File: src/hw/rtl/ctba_pkg.sv
// Shared constants, types and register codes of the conductivity/TDS averager.
`timescale 1ns / 1ps

package ctba_pkg;

  // Block averaging
  localparam int SAMPLES = 20;
  localparam int COUNT_W = 6;
  localparam int SUM_W   = 16;

  // Field widths
  localparam int ADC_W   = 10;
  localparam int TEMP_W  = 12;
  localparam int RES_W   = 16;

  // Averaging divisor: SAMPLES full-scale codes, with half of it for rounding
  localparam int AVG_DIV  = SAMPLES * 1023;
  localparam int AVG_HALF = AVG_DIV / 2;
  localparam int FULL_MV  = 3300;

  // Compensation: 1.0 in units of 1/10000 per 1/16 degree
  localparam int COMP_ONE = 160000;
  localparam int TDS_DIV  = 10000;
  localparam int TEMP_REF = 400;
  localparam int TEMP_MIN = -160;

  // Working widths
  localparam int MV_W    = 18;
  localparam int DEN_W   = 22;
  localparam int PROD_W  = 34;

  // Bit-serial divider
  localparam int DIV_NW  = 42;
  localparam int DIV_DW  = 22;
  localparam int DIV_QW  = 18;
  localparam int DIV_SW  = $clog2(DIV_QW);

  // Configuration port
  localparam int CFG_IDX_W  = 4;
  localparam int CFG_DATA_W = 16;

  localparam logic [CFG_IDX_W-1:0] REG_EC_GAIN     = CFG_IDX_W'(0);
  localparam logic [CFG_IDX_W-1:0] REG_TEMP_COEF   = CFG_IDX_W'(1);
  localparam logic [CFG_IDX_W-1:0] REG_EC_FLOOR_MV = CFG_IDX_W'(2);
  localparam logic [CFG_IDX_W-1:0] REG_TDS_FACTOR  = CFG_IDX_W'(3);

  typedef struct packed {
    logic [15:0] ec_gain;
    logic [9:0]  temp_coef;
    logic [11:0] ec_floor_mv;
    logic [15:0] tds_factor;
  } cfg_regs_t;

  typedef struct packed {
    logic              start;
    logic [DIV_NW-1:0] num;
    logic [DIV_DW-1:0] den;
  } div_req_t;

  typedef struct packed {
    logic              busy;
    logic              done;
    logic              ovf;
    logic [DIV_QW-1:0] quo;
  } div_rsp_t;

endpackage

File: src/hw/rtl/ctba_ifs.sv
// Handshake channels: input words, result words and configuration writes.
`timescale 1ns / 1ps

interface ctba_item_if;
  logic                                 valid;
  logic                                 ready;
  logic                                 func;
  logic [ctba_pkg::ADC_W-1:0]           adc_sample;
  logic signed [ctba_pkg::TEMP_W-1:0]   temperature;

  modport source (output valid, func, adc_sample, temperature, input ready);
  modport sink (input valid, func, adc_sample, temperature, output ready);
endinterface

interface ctba_result_if;
  logic                        valid;
  logic                        ready;
  logic [ctba_pkg::RES_W-1:0]  ec_value;
  logic [ctba_pkg::RES_W-1:0]  tds_value;

  modport source (output valid, ec_value, tds_value, input ready);
  modport sink (input valid, ec_value, tds_value, output ready);
endinterface

interface ctba_cfg_if;
  logic                             valid;
  logic                             ready;
  logic [ctba_pkg::CFG_IDX_W-1:0]   index;
  logic [ctba_pkg::CFG_DATA_W-1:0]  data;

  modport source (output valid, index, data, input ready);
  modport sink (input valid, index, data, output ready);
endinterface

File: src/hw/rtl/ctba_cfg.sv
// Configuration register file with reset defaults.
`timescale 1ns / 1ps

module ctba_cfg (
  input  logic               clk,
  input  logic               rst,
  ctba_cfg_if.sink           cfg,
  output ctba_pkg::cfg_regs_t regs
);

  // Writes are always taken
  assign cfg.ready = 1'b1;

  always_ff @(posedge clk) begin
    if (rst) begin
      regs.ec_gain     <= 16'd4012;
      regs.temp_coef   <= 10'd190;
      regs.ec_floor_mv <= 12'd50;
      regs.tds_factor  <= 16'd43776;
    end else if (cfg.valid && cfg.ready) begin
      unique case (cfg.index)
        ctba_pkg::REG_EC_GAIN:     regs.ec_gain     <= cfg.data;
        ctba_pkg::REG_TEMP_COEF:   regs.temp_coef   <= cfg.data[9:0];
        ctba_pkg::REG_EC_FLOOR_MV: regs.ec_floor_mv <= cfg.data[11:0];
        ctba_pkg::REG_TDS_FACTOR:  regs.tds_factor  <= cfg.data;
        default: ;
      endcase
    end
  end

endmodule

File: src/hw/rtl/ctba_serdiv.sv
// Bit-serial restoring divider, one quotient bit per cycle, with overflow flag.
`timescale 1ns / 1ps

module ctba_serdiv (
  input  logic                clk,
  input  logic                rst,
  input  ctba_pkg::div_req_t  req,
  output ctba_pkg::div_rsp_t  rsp
);

  localparam int HI_W = ctba_pkg::DIV_NW - ctba_pkg::DIV_QW;

  logic                           busy;
  logic                           chk;
  logic                           done;
  logic                           ovf;
  logic [ctba_pkg::DIV_SW-1:0]    step;
  logic [HI_W-1:0]                rem;
  logic [ctba_pkg::DIV_QW-1:0]    lo;
  logic [ctba_pkg::DIV_DW-1:0]    den_q;

  logic [ctba_pkg::DIV_DW:0]      trial;
  logic [ctba_pkg::DIV_DW:0]      diff;
  logic                           ge;

  // One restoring step: bring down the next numerator bit
  always_comb begin
    trial = {rem[ctba_pkg::DIV_DW-1:0], lo[ctba_pkg::DIV_QW-1]};
    ge    = trial >= {1'b0, den_q};
    diff  = trial - {1'b0, den_q};
  end

  always_ff @(posedge clk) begin
    if (rst) begin
      busy <= 1'b0;
      chk  <= 1'b0;
      done <= 1'b0;
    end else begin
      done <= 1'b0;
      if (req.start) begin
        busy  <= 1'b1;
        chk   <= 1'b1;
        step  <= '0;
        rem   <= req.num[ctba_pkg::DIV_NW-1:ctba_pkg::DIV_QW];
        lo    <= req.num[ctba_pkg::DIV_QW-1:0];
        den_q <= req.den;
      end else if (busy && chk) begin
        // quotient does not fit when the top part already reaches the divisor
        ovf <= rem >= HI_W'(den_q);
        chk <= 1'b0;
      end else if (busy) begin
        rem  <= HI_W'(ge ? diff[ctba_pkg::DIV_DW-1:0] : trial[ctba_pkg::DIV_DW-1:0]);
        lo   <= {lo[ctba_pkg::DIV_QW-2:0], ge};
        step <= step + 1'b1;
        if (step == ctba_pkg::DIV_SW'(ctba_pkg::DIV_QW - 1)) begin
          busy <= 1'b0;
          done <= 1'b1;
        end
      end
    end
  end

  assign rsp.busy = busy;
  assign rsp.done = done;
  assign rsp.ovf  = ovf;
  assign rsp.quo  = lo;

  a_no_restart: assert property (@(posedge clk) disable iff (rst) req.start |-> !busy)
    else $error("divider started while busy");
  a_done_after_busy: assert property (@(posedge clk) disable iff (rst) done |-> $past(busy))
    else $error("divider done without a pass");

endmodule

File: src/hw/rtl/conductivity_tds_block_averager.sv
// Top level: sample averaging, temperature hold, result sequencer and output register.
`timescale 1ns / 1ps

// Temperature words and samples that do not complete a block are taken at once
// while idle. The sample that completes a block of SAMPLES starts a result pass
// during which no input word is taken. The pass is set by up to three runs of
// the shared bit-serial divider (each run: one overflow check and 18 quotient
// bits, then the quotient is handed back) for the millivolt average, TDS and
// EC, plus eight sequencing and multiply steps. EC skips its divider run when it
// reads zero or saturates at zero compensation. Finished results sit in an
// output register, so new words are taken while a result waits to be read; a
// pass that finishes while the previous result is still unread holds in its
// last step until that result is taken.
module conductivity_tds_block_averager (
  input  logic          clk,
  input  logic          rst,
  ctba_item_if.sink     item,
  ctba_result_if.source result,
  ctba_cfg_if.sink      cfg
);

  typedef enum logic [11:0] {
    S_IDLE = 12'b0000_0000_0001,
    S_MV   = 12'b0000_0000_0010,
    S_MVW  = 12'b0000_0000_0100,
    S_DEN  = 12'b0000_0000_1000,
    S_TDS  = 12'b0000_0001_0000,
    S_TDSW = 12'b0000_0010_0000,
    S_PA   = 12'b0000_0100_0000,
    S_PB   = 12'b0000_1000_0000,
    S_ECP  = 12'b0001_0000_0000,
    S_EC   = 12'b0010_0000_0000,
    S_ECW  = 12'b0100_0000_0000,
    S_DONE = 12'b1000_0000_0000
  } state_t;

  localparam logic signed [ctba_pkg::TEMP_W-1:0] TEMP_MIN_S =
    ctba_pkg::TEMP_W'(ctba_pkg::TEMP_MIN);
  localparam logic signed [ctba_pkg::TEMP_W-1:0] TEMP_RST =
    ctba_pkg::TEMP_W'(ctba_pkg::TEMP_REF);
  localparam logic [ctba_pkg::RES_W-1:0] RES_MAX = '1;

  state_t                               state;
  ctba_pkg::cfg_regs_t                  regs;
  ctba_pkg::div_req_t                   div_req;
  ctba_pkg::div_rsp_t                   div_rsp;

  logic [ctba_pkg::SUM_W-1:0]           sample_sum;
  logic [ctba_pkg::COUNT_W-1:0]         sample_count;
  logic signed [ctba_pkg::TEMP_W-1:0]   kept_temperature;

  logic [ctba_pkg::MV_W-1:0]            mv;
  logic signed [ctba_pkg::DEN_W-1:0]    den;
  logic [ctba_pkg::PROD_W-1:0]          tds_num;
  logic [ctba_pkg::PROD_W-1:0]          ec_prod;
  logic [35:0]                          lhs;
  logic [32:0]                          rhs;
  logic [ctba_pkg::RES_W-1:0]           ec;
  logic [ctba_pkg::RES_W-1:0]           tds;

  logic                                 out_valid;
  logic [ctba_pkg::RES_W-1:0]           ec_out;
  logic [ctba_pkg::RES_W-1:0]           tds_out;

  logic                                 take;
  logic                                 load_out;
  logic [ctba_pkg::SUM_W-1:0]           sum_next;
  logic [ctba_pkg::COUNT_W-1:0]         count_next;
  logic [27:0]                          mv_num;
  logic signed [12:0]                   t_diff;
  logic signed [23:0]                   den_full;
  logic [ctba_pkg::DIV_NW-1:0]          ec_num;
  logic                                 den_neg;
  logic                                 den_zero;

  // Saturate an 18-bit quotient to the 16-bit result range
  function automatic logic [ctba_pkg::RES_W-1:0] sat_res(
    input logic ovf,
    input logic [ctba_pkg::DIV_QW-1:0] q
  );
    logic big;
    big = ovf || (q[ctba_pkg::DIV_QW-1:ctba_pkg::RES_W] != '0);
    return big ? RES_MAX : q[ctba_pkg::RES_W-1:0];
  endfunction

  ctba_cfg u_cfg (
    .clk  (clk),
    .rst  (rst),
    .cfg  (cfg),
    .regs (regs)
  );

  ctba_serdiv u_div (
    .clk (clk),
    .rst (rst),
    .req (div_req),
    .rsp (div_rsp)
  );

  // Handshake
  assign item.ready       = (state == S_IDLE);
  assign take             = item.valid && item.ready;
  assign load_out         = (state == S_DONE) && (!out_valid || result.ready);
  assign result.valid     = out_valid;
  assign result.ec_value  = ec_out;
  assign result.tds_value = tds_out;

  // Arithmetic feeding the sequencer
  always_comb begin
    sum_next   = sample_sum + ctba_pkg::SUM_W'(item.adc_sample);
    count_next = sample_count + 1'b1;
    mv_num     = 28'(sample_sum) * 28'(ctba_pkg::FULL_MV) + 28'(ctba_pkg::AVG_HALF);
    t_diff     = 13'(kept_temperature) - 13'(ctba_pkg::TEMP_REF);
    den_full   = 24'(signed'({1'b0, regs.temp_coef})) * 24'(t_diff)
                 + 24'(ctba_pkg::COMP_ONE);
    ec_num     = ctba_pkg::DIV_NW'({ec_prod, 7'b0}) + ctba_pkg::DIV_NW'({ec_prod, 5'b0});
    den_neg    = den[ctba_pkg::DEN_W-1];
    den_zero   = (den == '0);
  end

  // Divider requests
  always_comb begin
    div_req = '0;
    case (state)
      S_MV: begin
        div_req.start = 1'b1;
        div_req.num   = ctba_pkg::DIV_NW'(mv_num);
        div_req.den   = ctba_pkg::DIV_DW'(ctba_pkg::AVG_DIV);
      end
      S_TDS: begin
        div_req.start = 1'b1;
        div_req.num   = ctba_pkg::DIV_NW'(tds_num);
        div_req.den   = ctba_pkg::DIV_DW'(ctba_pkg::TDS_DIV);
      end
      S_EC: begin
        div_req.start = !den_neg && !den_zero && (lhs > 36'(rhs));
        div_req.num   = ec_num;
        div_req.den   = ctba_pkg::DIV_DW'(den);
      end
      default: ;
    endcase
  end

  // Control: accumulation, temperature hold, sequencer, output register
  always_ff @(posedge clk) begin
    if (rst) begin
      state            <= S_IDLE;
      sample_sum       <= '0;
      sample_count     <= '0;
      kept_temperature <= TEMP_RST;
      out_valid        <= 1'b0;
    end else begin
      if (load_out) begin
        out_valid <= 1'b1;
      end else if (result.ready) begin
        out_valid <= 1'b0;
      end

      unique case (state)
        S_IDLE: begin
          if (take && item.func) begin
            if (item.temperature >= TEMP_MIN_S) begin
              kept_temperature <= item.temperature;
            end
          end else if (take) begin
            sample_sum   <= sum_next;
            sample_count <= count_next;
            if (count_next >= ctba_pkg::COUNT_W'(ctba_pkg::SAMPLES)) begin
              state <= S_MV;
            end
          end
        end
        S_MV: begin
          sample_sum   <= '0;
          sample_count <= '0;
          state        <= S_MVW;
        end
        S_MVW: begin
          if (div_rsp.done) begin
            state <= S_DEN;
          end
        end
        S_DEN:  state <= S_TDS;
        S_TDS:  state <= S_TDSW;
        S_TDSW: begin
          if (div_rsp.done) begin
            state <= S_PA;
          end
        end
        S_PA:   state <= S_PB;
        S_PB:   state <= S_ECP;
        S_ECP:  state <= S_EC;
        S_EC:   state <= div_req.start ? S_ECW : S_DONE;
        S_ECW: begin
          if (div_rsp.done) begin
            state <= S_DONE;
          end
        end
        S_DONE: begin
          if (load_out) begin
            state <= S_IDLE;
          end
        end
        default: state <= S_IDLE;
      endcase
    end
  end

  // Datapath registers
  always_ff @(posedge clk) begin
    if (state == S_MVW && div_rsp.done) begin
      mv <= div_rsp.quo;
    end
    if (state == S_DEN) begin
      den     <= den_full[ctba_pkg::DEN_W-1:0];
      tds_num <= ctba_pkg::PROD_W'(mv) * ctba_pkg::PROD_W'(regs.tds_factor);
    end
    if (state == S_TDSW && div_rsp.done) begin
      tds <= sat_res(div_rsp.ovf, div_rsp.quo);
    end
    if (state == S_PA) begin
      lhs <= 36'(mv) * 36'(ctba_pkg::COMP_ONE);
    end
    if (state == S_PB) begin
      rhs <= 33'(regs.ec_floor_mv) * 33'(den[ctba_pkg::DEN_W-2:0]);
    end
    if (state == S_ECP) begin
      ec_prod <= ctba_pkg::PROD_W'(regs.ec_gain) * ctba_pkg::PROD_W'(mv);
    end
    // EC: negative compensation or floor gives zero, zero compensation saturates unless mv is zero
    if (state == S_EC && !div_req.start) begin
      if (!den_neg && den_zero && mv != '0) begin
        ec <= RES_MAX;
      end else begin
        ec <= '0;
      end
    end
    if (state == S_ECW && div_rsp.done) begin
      ec <= sat_res(div_rsp.ovf, div_rsp.quo);
    end
    if (load_out) begin
      ec_out  <= ec;
      tds_out <= tds;
    end
  end

  a_idle_div_quiet: assert property (@(posedge clk) disable iff (rst)
    (state == S_IDLE) |-> !div_rsp.busy)
    else $error("divider busy while idle");
  a_count_bound: assert property (@(posedge clk) disable iff (rst)
    (state == S_IDLE) |-> (sample_count < ctba_pkg::COUNT_W'(ctba_pkg::SAMPLES)))
    else $error("sample count passed the block size");
  a_temp_floor: assert property (@(posedge clk) disable iff (rst)
    kept_temperature >= TEMP_MIN_S)
    else $error("kept temperature below the cold limit");
  a_result_loaded: assert property (@(posedge clk) disable iff (rst)
    load_out |=> result.valid)
    else $error("finished result not presented");

endmodule
File: src/flat_wrapper.sv
// flat-port wrapper written by rule: the top's interface ports become plain ports
module conductivity_tds_block_averager_flat 
  (clk, rst, item_valid, item_func, item_adc_sample, item_temperature, item_ready, result_valid, result_ec_value, result_tds_value, result_ready, cfg_valid, cfg_index, cfg_data, cfg_ready);
  ctba_item_if item_i ();
  ctba_result_if result_i ();
  ctba_cfg_if cfg_i ();
  input  logic clk;
  input  logic rst;
  input wire logic [$bits(item_i.valid)-1:0] item_valid;
  input wire logic [$bits(item_i.func)-1:0] item_func;
  input wire logic [$bits(item_i.adc_sample)-1:0] item_adc_sample;
  input wire logic [$bits(item_i.temperature)-1:0] item_temperature;
  output wire logic [$bits(item_i.ready)-1:0] item_ready;
  output wire logic [$bits(result_i.valid)-1:0] result_valid;
  output wire logic [$bits(result_i.ec_value)-1:0] result_ec_value;
  output wire logic [$bits(result_i.tds_value)-1:0] result_tds_value;
  input wire logic [$bits(result_i.ready)-1:0] result_ready;
  input wire logic [$bits(cfg_i.valid)-1:0] cfg_valid;
  input wire logic [$bits(cfg_i.index)-1:0] cfg_index;
  input wire logic [$bits(cfg_i.data)-1:0] cfg_data;
  output wire logic [$bits(cfg_i.ready)-1:0] cfg_ready;
  assign item_i.valid = item_valid;
  assign item_i.func = item_func;
  assign item_i.adc_sample = item_adc_sample;
  assign item_i.temperature = item_temperature;
  assign item_ready = item_i.ready;
  assign result_valid = result_i.valid;
  assign result_ec_value = result_i.ec_value;
  assign result_tds_value = result_i.tds_value;
  assign result_i.ready = result_ready;
  assign cfg_i.valid = cfg_valid;
  assign cfg_i.index = cfg_index;
  assign cfg_i.data = cfg_data;
  assign cfg_ready = cfg_i.ready;
  conductivity_tds_block_averager u_core (.clk(clk), .rst(rst), .item(item_i), .result(result_i), .cfg(cfg_i));
endmodule
File: config.mk
export PLATFORM = sky130hd
export DESIGN_NAME = conductivity_tds_block_averager_flat
export DESIGN_NICKNAME = d
export VERILOG_FILES = /design/src/hw/rtl/ctba_pkg.sv /design/src/hw/rtl/ctba_ifs.sv /design/src/hw/rtl/ctba_cfg.sv /design/src/hw/rtl/ctba_serdiv.sv /design/src/hw/rtl/conductivity_tds_block_averager.sv /design/src/flat_wrapper.sv
export SDC_FILE = /design/constraint.sdc
export NUM_CORES = 2
export LEC_CHECK = 0
export BUFFER_PORTS_ARGS = -buffer_cell sky130_fd_sc_hd__buf_2
export CAP_MARGIN = 20
export CELL_PAD_IN_SITES_DETAIL_PLACEMENT = 1
export CELL_PAD_IN_SITES_GLOBAL_PLACEMENT = 2
export CORE_MARGIN = 2
export CORE_UTILIZATION = 46
export DETAILED_ROUTE_END_ITERATION = 7
export GPL_TIMING_DRIVEN = 0
export PLACE_DENSITY_LB_ADDON = 0.1
export SKIP_CTS_REPAIR_TIMING = 1
export SYNTH_ARGS = -nofsm -noshare
export SYNTH_HDL_FRONTEND = slang
export SYNTH_HIERARCHICAL = 1
export SYNTH_SLANG_ARGS = --single-unit
File: constraint.sdc
create_clock -name clk -period 10.1 [get_ports clk]
set_input_delay 1.01 -clock clk [delete_from_list [all_inputs] [get_ports clk]]
set_output_delay 1.01 -clock clk [all_outputs]
set_load 0.02 [all_outputs]
After elaboration in Yosys (flattened, before gate mapping)
Cells that the tools add are included.
{"block": "totals", "reg_bits": 407, "latchBits": 0, "ramBits": 0, "rom_bits": 0, "input_bits": 48, "elab_cells": 149, "mem_count": 0}
{"block": "op_classes", "n_addsub": 8, "multipliers": 6, "div": 0, "magnitude_cmp": 5, "eq_ne": 24, "shifts": 0, "mux": 38, "bitwise_logic": 3, "n_reduce_logical": 38}
{"cell": "case mux 65 bit (3 select lines)", "n": 1}
{"cell": "case mux 12 bit (12 select lines)", "n": 1}
{"cell": "2-to-1 mux 12 bit", "n": 8}
{"cell": "2-to-1 mux 16 bit", "n": 6}
{"cell": "2-to-1 mux 24 bit", "n": 3}
{"cell": "2-to-1 mux 18 bit", "n": 3}
{"cell": "adder 41 x 39 -> 42 bit", "n": 1}
{"cell": "greater-than comparator 36 x 33 -> 1 bit", "n": 1}
{"cell": "multiplier 16 x 18 -> 34 bit", "n": 1}
{"cell": "multiplier 18 x 16 -> 34 bit", "n": 1}
{"cell": "multiplier 12 x 21 -> 33 bit", "n": 1}
{"cell": "case mux 16 bit (2 select lines)", "n": 1}
{"cell": "adder 28 x 14 -> 28 bit, second input constant", "n": 1}
{"cell": "multiplier 18 x 10 -> 28 bit, second input constant", "n": 1}
{"cell": "multiplier 16 x 10 -> 26 bit, second input constant", "n": 1}
{"cell": "greater-or-equal comparator 24 x 22 -> 1 bit", "n": 1}
{"cell": "greater-or-equal comparator 23 x 22 -> 1 bit", "n": 1}
{"cell": "adder 22 x 19 -> 22 bit, second input constant", "n": 1}
{"cell": "logical NOT 22 bit", "n": 1}
{"cell": "multiplier 11 x 13 -> 22 bit", "n": 1}
{"cell": "2-to-1 mux 22 bit", "n": 1}
{"cell": "subtractor 22 bit", "n": 1}
{"cell": "nonzero test 18 bit", "n": 1}
{"cell": "adder 16 x 10 -> 16 bit", "n": 1}
{"cell": "other kinds (36)", "n": 82}

Logic depth before layout (Yosys ltp)
{"block": "logic_depth", "word_depth": 9, "depth_mapped": 26, "ltp_nobuf": 24}

Modules after synthesis
The synthesis kept the hierarchy.
{"mod": "conductivity_tds_block_averager", "n_inst": 1, "cells_each": 5409, "area_per_inst_um2": 50444.6}
{"mod": "ctba_serdiv", "n_inst": 1, "cells_each": 437, "area_per_inst_um2": 4803.4}
{"mod": "ctba_cfg", "n_inst": 1, "cells_each": 217, "area_per_inst_um2": 2243.4}

Least setup slack after synthesis
OpenSTA, ideal clock, no wires.
{"block": "synth_path", "path_kind": "reg2reg", "startpoint": "reg u_core/mv[1] (netlist name)", "endpoint": "reg u_core/tds_num[33] (netlist name), data pin", "arrival_ps": 6278, "slack_ps": 3555, "path_stages_with_launch": 24, "n_path_buf": 2, "path_cell_list": "edfxtp_1 -> clkbuf_1 -> nand2_1 -> fa_1 -> inv_1 -> fa_1 -> fa_1 -> inv_1 -> fa_1 -> fa_1 -> inv_1 -> fa_1 -> ha_1 -> clkbuf_1 -> a21oi_1 -> a2bb2oi_1 -> o211ai_1 -> a221oi_1 -> nand4_1 -> a31oi_1 -> nand2b_1 -> a21oi_1 -> o41ai_1 -> xnor2_1"}
{"block": "synth_via", "elab_chain_len": 1}
{"item": "from (decl)", "line": "conductivity_tds_block_averager.sv:52", "text": "logic [ctba_pkg::MV_W-1:0] mv;"}
{"item": "from (signal assigned)", "line": "conductivity_tds_block_averager.sv:212", "text": "mv <= div_rsp.quo;"}
{"item": "multiplier 18 x 16 -> 34 bit", "line": "conductivity_tds_block_averager.sv:216", "text": "tds_num <= ctba_pkg::PROD_W'(mv) * ctba_pkg::PROD_W'(regs.tds_factor);"}
{"item": "to (signal assigned)", "line": "conductivity_tds_block_averager.sv:216"}
{"item": "to (decl)", "line": "conductivity_tds_block_averager.sv:54", "text": "logic [ctba_pkg::PROD_W-1:0] tds_num;"}
No other way between the ends.
A chain may end at the register's enable or synchronous reset.

Worst setup path after layout
{"block": "layout_path", "startpoint": "reg u_core/mv[10] (netlist name)", "endpoint": "reg u_core/ec_prod[32] (netlist name), data pin"}
{"block": "layout_via", "elab_chain_len": 1}
{"item": "multiplier 16 x 18 -> 34 bit", "line": "conductivity_tds_block_averager.sv:228", "text": "ec_prod <= ctba_pkg::PROD_W'(regs.ec_gain) * ctba_pkg::PROD_W'(mv);"}
{"item": "to (signal assigned)", "line": "conductivity_tds_block_averager.sv:228"}
{"item": "to (decl)", "line": "conductivity_tds_block_averager.sv:55", "text": "logic [ctba_pkg::PROD_W-1:0] ec_prod;"}
No other way between the ends.

==> metrics <==
WP data arrival between 9000 and 10000 ps; Max VDD drop about 160 uV; Post-Syn Nets between 7000 and 8000; final period utilization around nine tenths; RSZ-0062 raised after global routing false; Worst path slowest cell edfxtp_1; power per cell area about 110 nW/um^2; Placer Congestion slightly below 0.9; CP Max Fanout 10; IO buf count 80; worst path cell trace clkbuf_1, nand2_1, fa_1, inv_1, fa_1, inv_1, fa_1, fa_1, inv_1, fa_1, inv_1, fa_1, inv_1, ha_1, o2111ai_1, o211ai_1, a21o_1, a41oi_1, o21ai_0, a31oi_1, nor4bb_1, nor3_1; Mapped Cells 6062; clock-pin transition on the worst setup and hold timing paths 60 ps; core area 124000 um^2; CP Capture Type flip-flop; root buffer cell clkbuf_16; synthesis-to-layout area growth 7.63%; total of max-cap violations 0; 1st-pass router iterations 7; Initial Util between 40% and 50%; total track usage 29.0%; Final Core Density between 40% and 50%; setup violators final 0; Critical path buffers and inverters 6; fraction of layout cells with a size suffix above 1 roughly 4.4%; final hold vios 0; pin count of the biggest net entering global routing 36; gr ovfl total 0; startpoint class of the critical path flip-flop; die area 128000 um^2; CTS Sinks around 410; CP delay by family, top adder cells; clk_skew about 65 ps; DIE WIDTH approximately 360 um; Pleak a little under 0.03 uW; DP Cell Count between 7000 and 8000; Setup Total Neg Slack 0 ps; Via Count 43100; Row Count ~130; CTS tree done; slowest stage delay, CP 1000 ps; fill cell count around 14000; CTS Buf Count between 40 and 50; Top Ports 83; worst hold path class reg2reg; Die H 358 um; clock latency on the worst-skew pair around 660 ps; commonest non-fill, non-tap cell in the layout inv_1; 1st-iter DRT viols ~2400; placed wire-length estimate between 150 and 200 mm; routed wire length around 180 mm; initial antenna violation count 13; Fmax achieved ~110 MHz; Final Max Slew Viols 0; CP Data Required Time around 10000 ps; most frequent cells in the layout inv_1 (1145), fa_1 (840), nand2_1 (753); status finished, final reports clean; ANT nets after route 0; synthesized area per cell ~9.5 um^2; clk buf depth 3; WL/cell ~23 um; Slew HR 23.6%; first-pass GRT wire length 280 mm; area of the mapped netlist about 57000 um^2; Worst Tran Pin Value roughly 1100 ps; number of remaining DRC errors 0; Synthesis Warnings 6; fin cells about 7900; Tmin final about 8900 ps; critical path class reg2reg; Final #Nets 7721; Worst path most repeated cell fa_1; vias in the first global route between 40000 and 50000; post-DR vias/cell 5.46; H-tree Lvls 2
## final cells by class
class / instances / area, um^2 / area share, %
Tap cell: 1637 / 2050 / 3.31
Inverter: 1148 / 4310 / 6.96
Antenna cell: 5 / 12.5 / 0.0202
Clock buffer: 57 / 1270 / 2.05
Buffer: 238 / 953 / 1.54
Clock inverter: 35 / 405 / 0.655
Multi-Input combinational cell: 4269 / 41100 / 66.4
Timing Repair Buffer: 95 / 641 / 1.04
Sequential cell: 407 / 11200 / 18.1
## per-layer routing
| layer | vias up | part of all wire, % | GRT usage [%] |
|---|---|---|---|
| li1 | 19600 | - | - |
| met1 | 22300 | 44 | 39.5 |
| met2 | 914 | 47 | 48.1 |
| met3 | 284 | 5.1 | 3.67 |
| met4 | 8 | 3.6 | 9.14 |
| met5 | - | 0.031 | 0 |
## metrics by stage
| stage | total power, uW | setup slack (ps) | hold WS (ps) | instance area (um^2) |
|---|---|---|---|---|
| 2_1_floorplan | 3810 | 3550 | 400 | 57500 |
| 3_3_place_gp | 4660 | 1370 | 404 | 59900 |
| 3_5_place_dp | 4750 | 1300 | 411 | 60200 |
| 4_1_cts | 6610 | 1260 | 421 | 61800 |
| 5_1_grt | 6990 | 957 | 429 | 61900 |
| 6_report | 6560 | 1190 | 404 | 61900 |
## final timing paths
kind,start,endpoint,slack [ps],cells past startpoint
max,u_core/mv[10],u_core/ec_prod[32],1190,22
min,u_core/ec[13],u_core/result.ec_value[13],400,0
max reg2reg,u_core/mv[10],u_core/ec_prod[32],1190,22
min reg2reg,u_core/ec[13],u_core/result.ec_value[13],400,0
## registers in the layout, summed over array words and instances (netlist names), 5 cells and up
signal	count
u_core/tds_num	34
u_core/result.tds_value	16
u_core/ec_prod	34
u_core/u_div/den_q	22
u_core/ec	16
u_core/u_cfg/regs	54
u_core/kept_temperature	12
u_core/lhs	28
u_core/u_div/lo	18
u_core/mv	18
u_core/den	22
u_core/tds	16
u_core/sample_count	6
u_core/rhs	33
u_core/result.ec_value	16
u_core/u_div/step	5
u_core/state	12
u_core/sample_sum	16
u_core/u_div/rem	24
## power breakdown
group	total (uW)	internal [uW]	leakage (uW)	switching [uW]
Clock	1840	1050	0.000815	788
Combinational	2810	1060	0.0247	1760
Sequential	1910	1890	0.00363	22.2
Note: power is estimated with default switching activity, not from simulation.
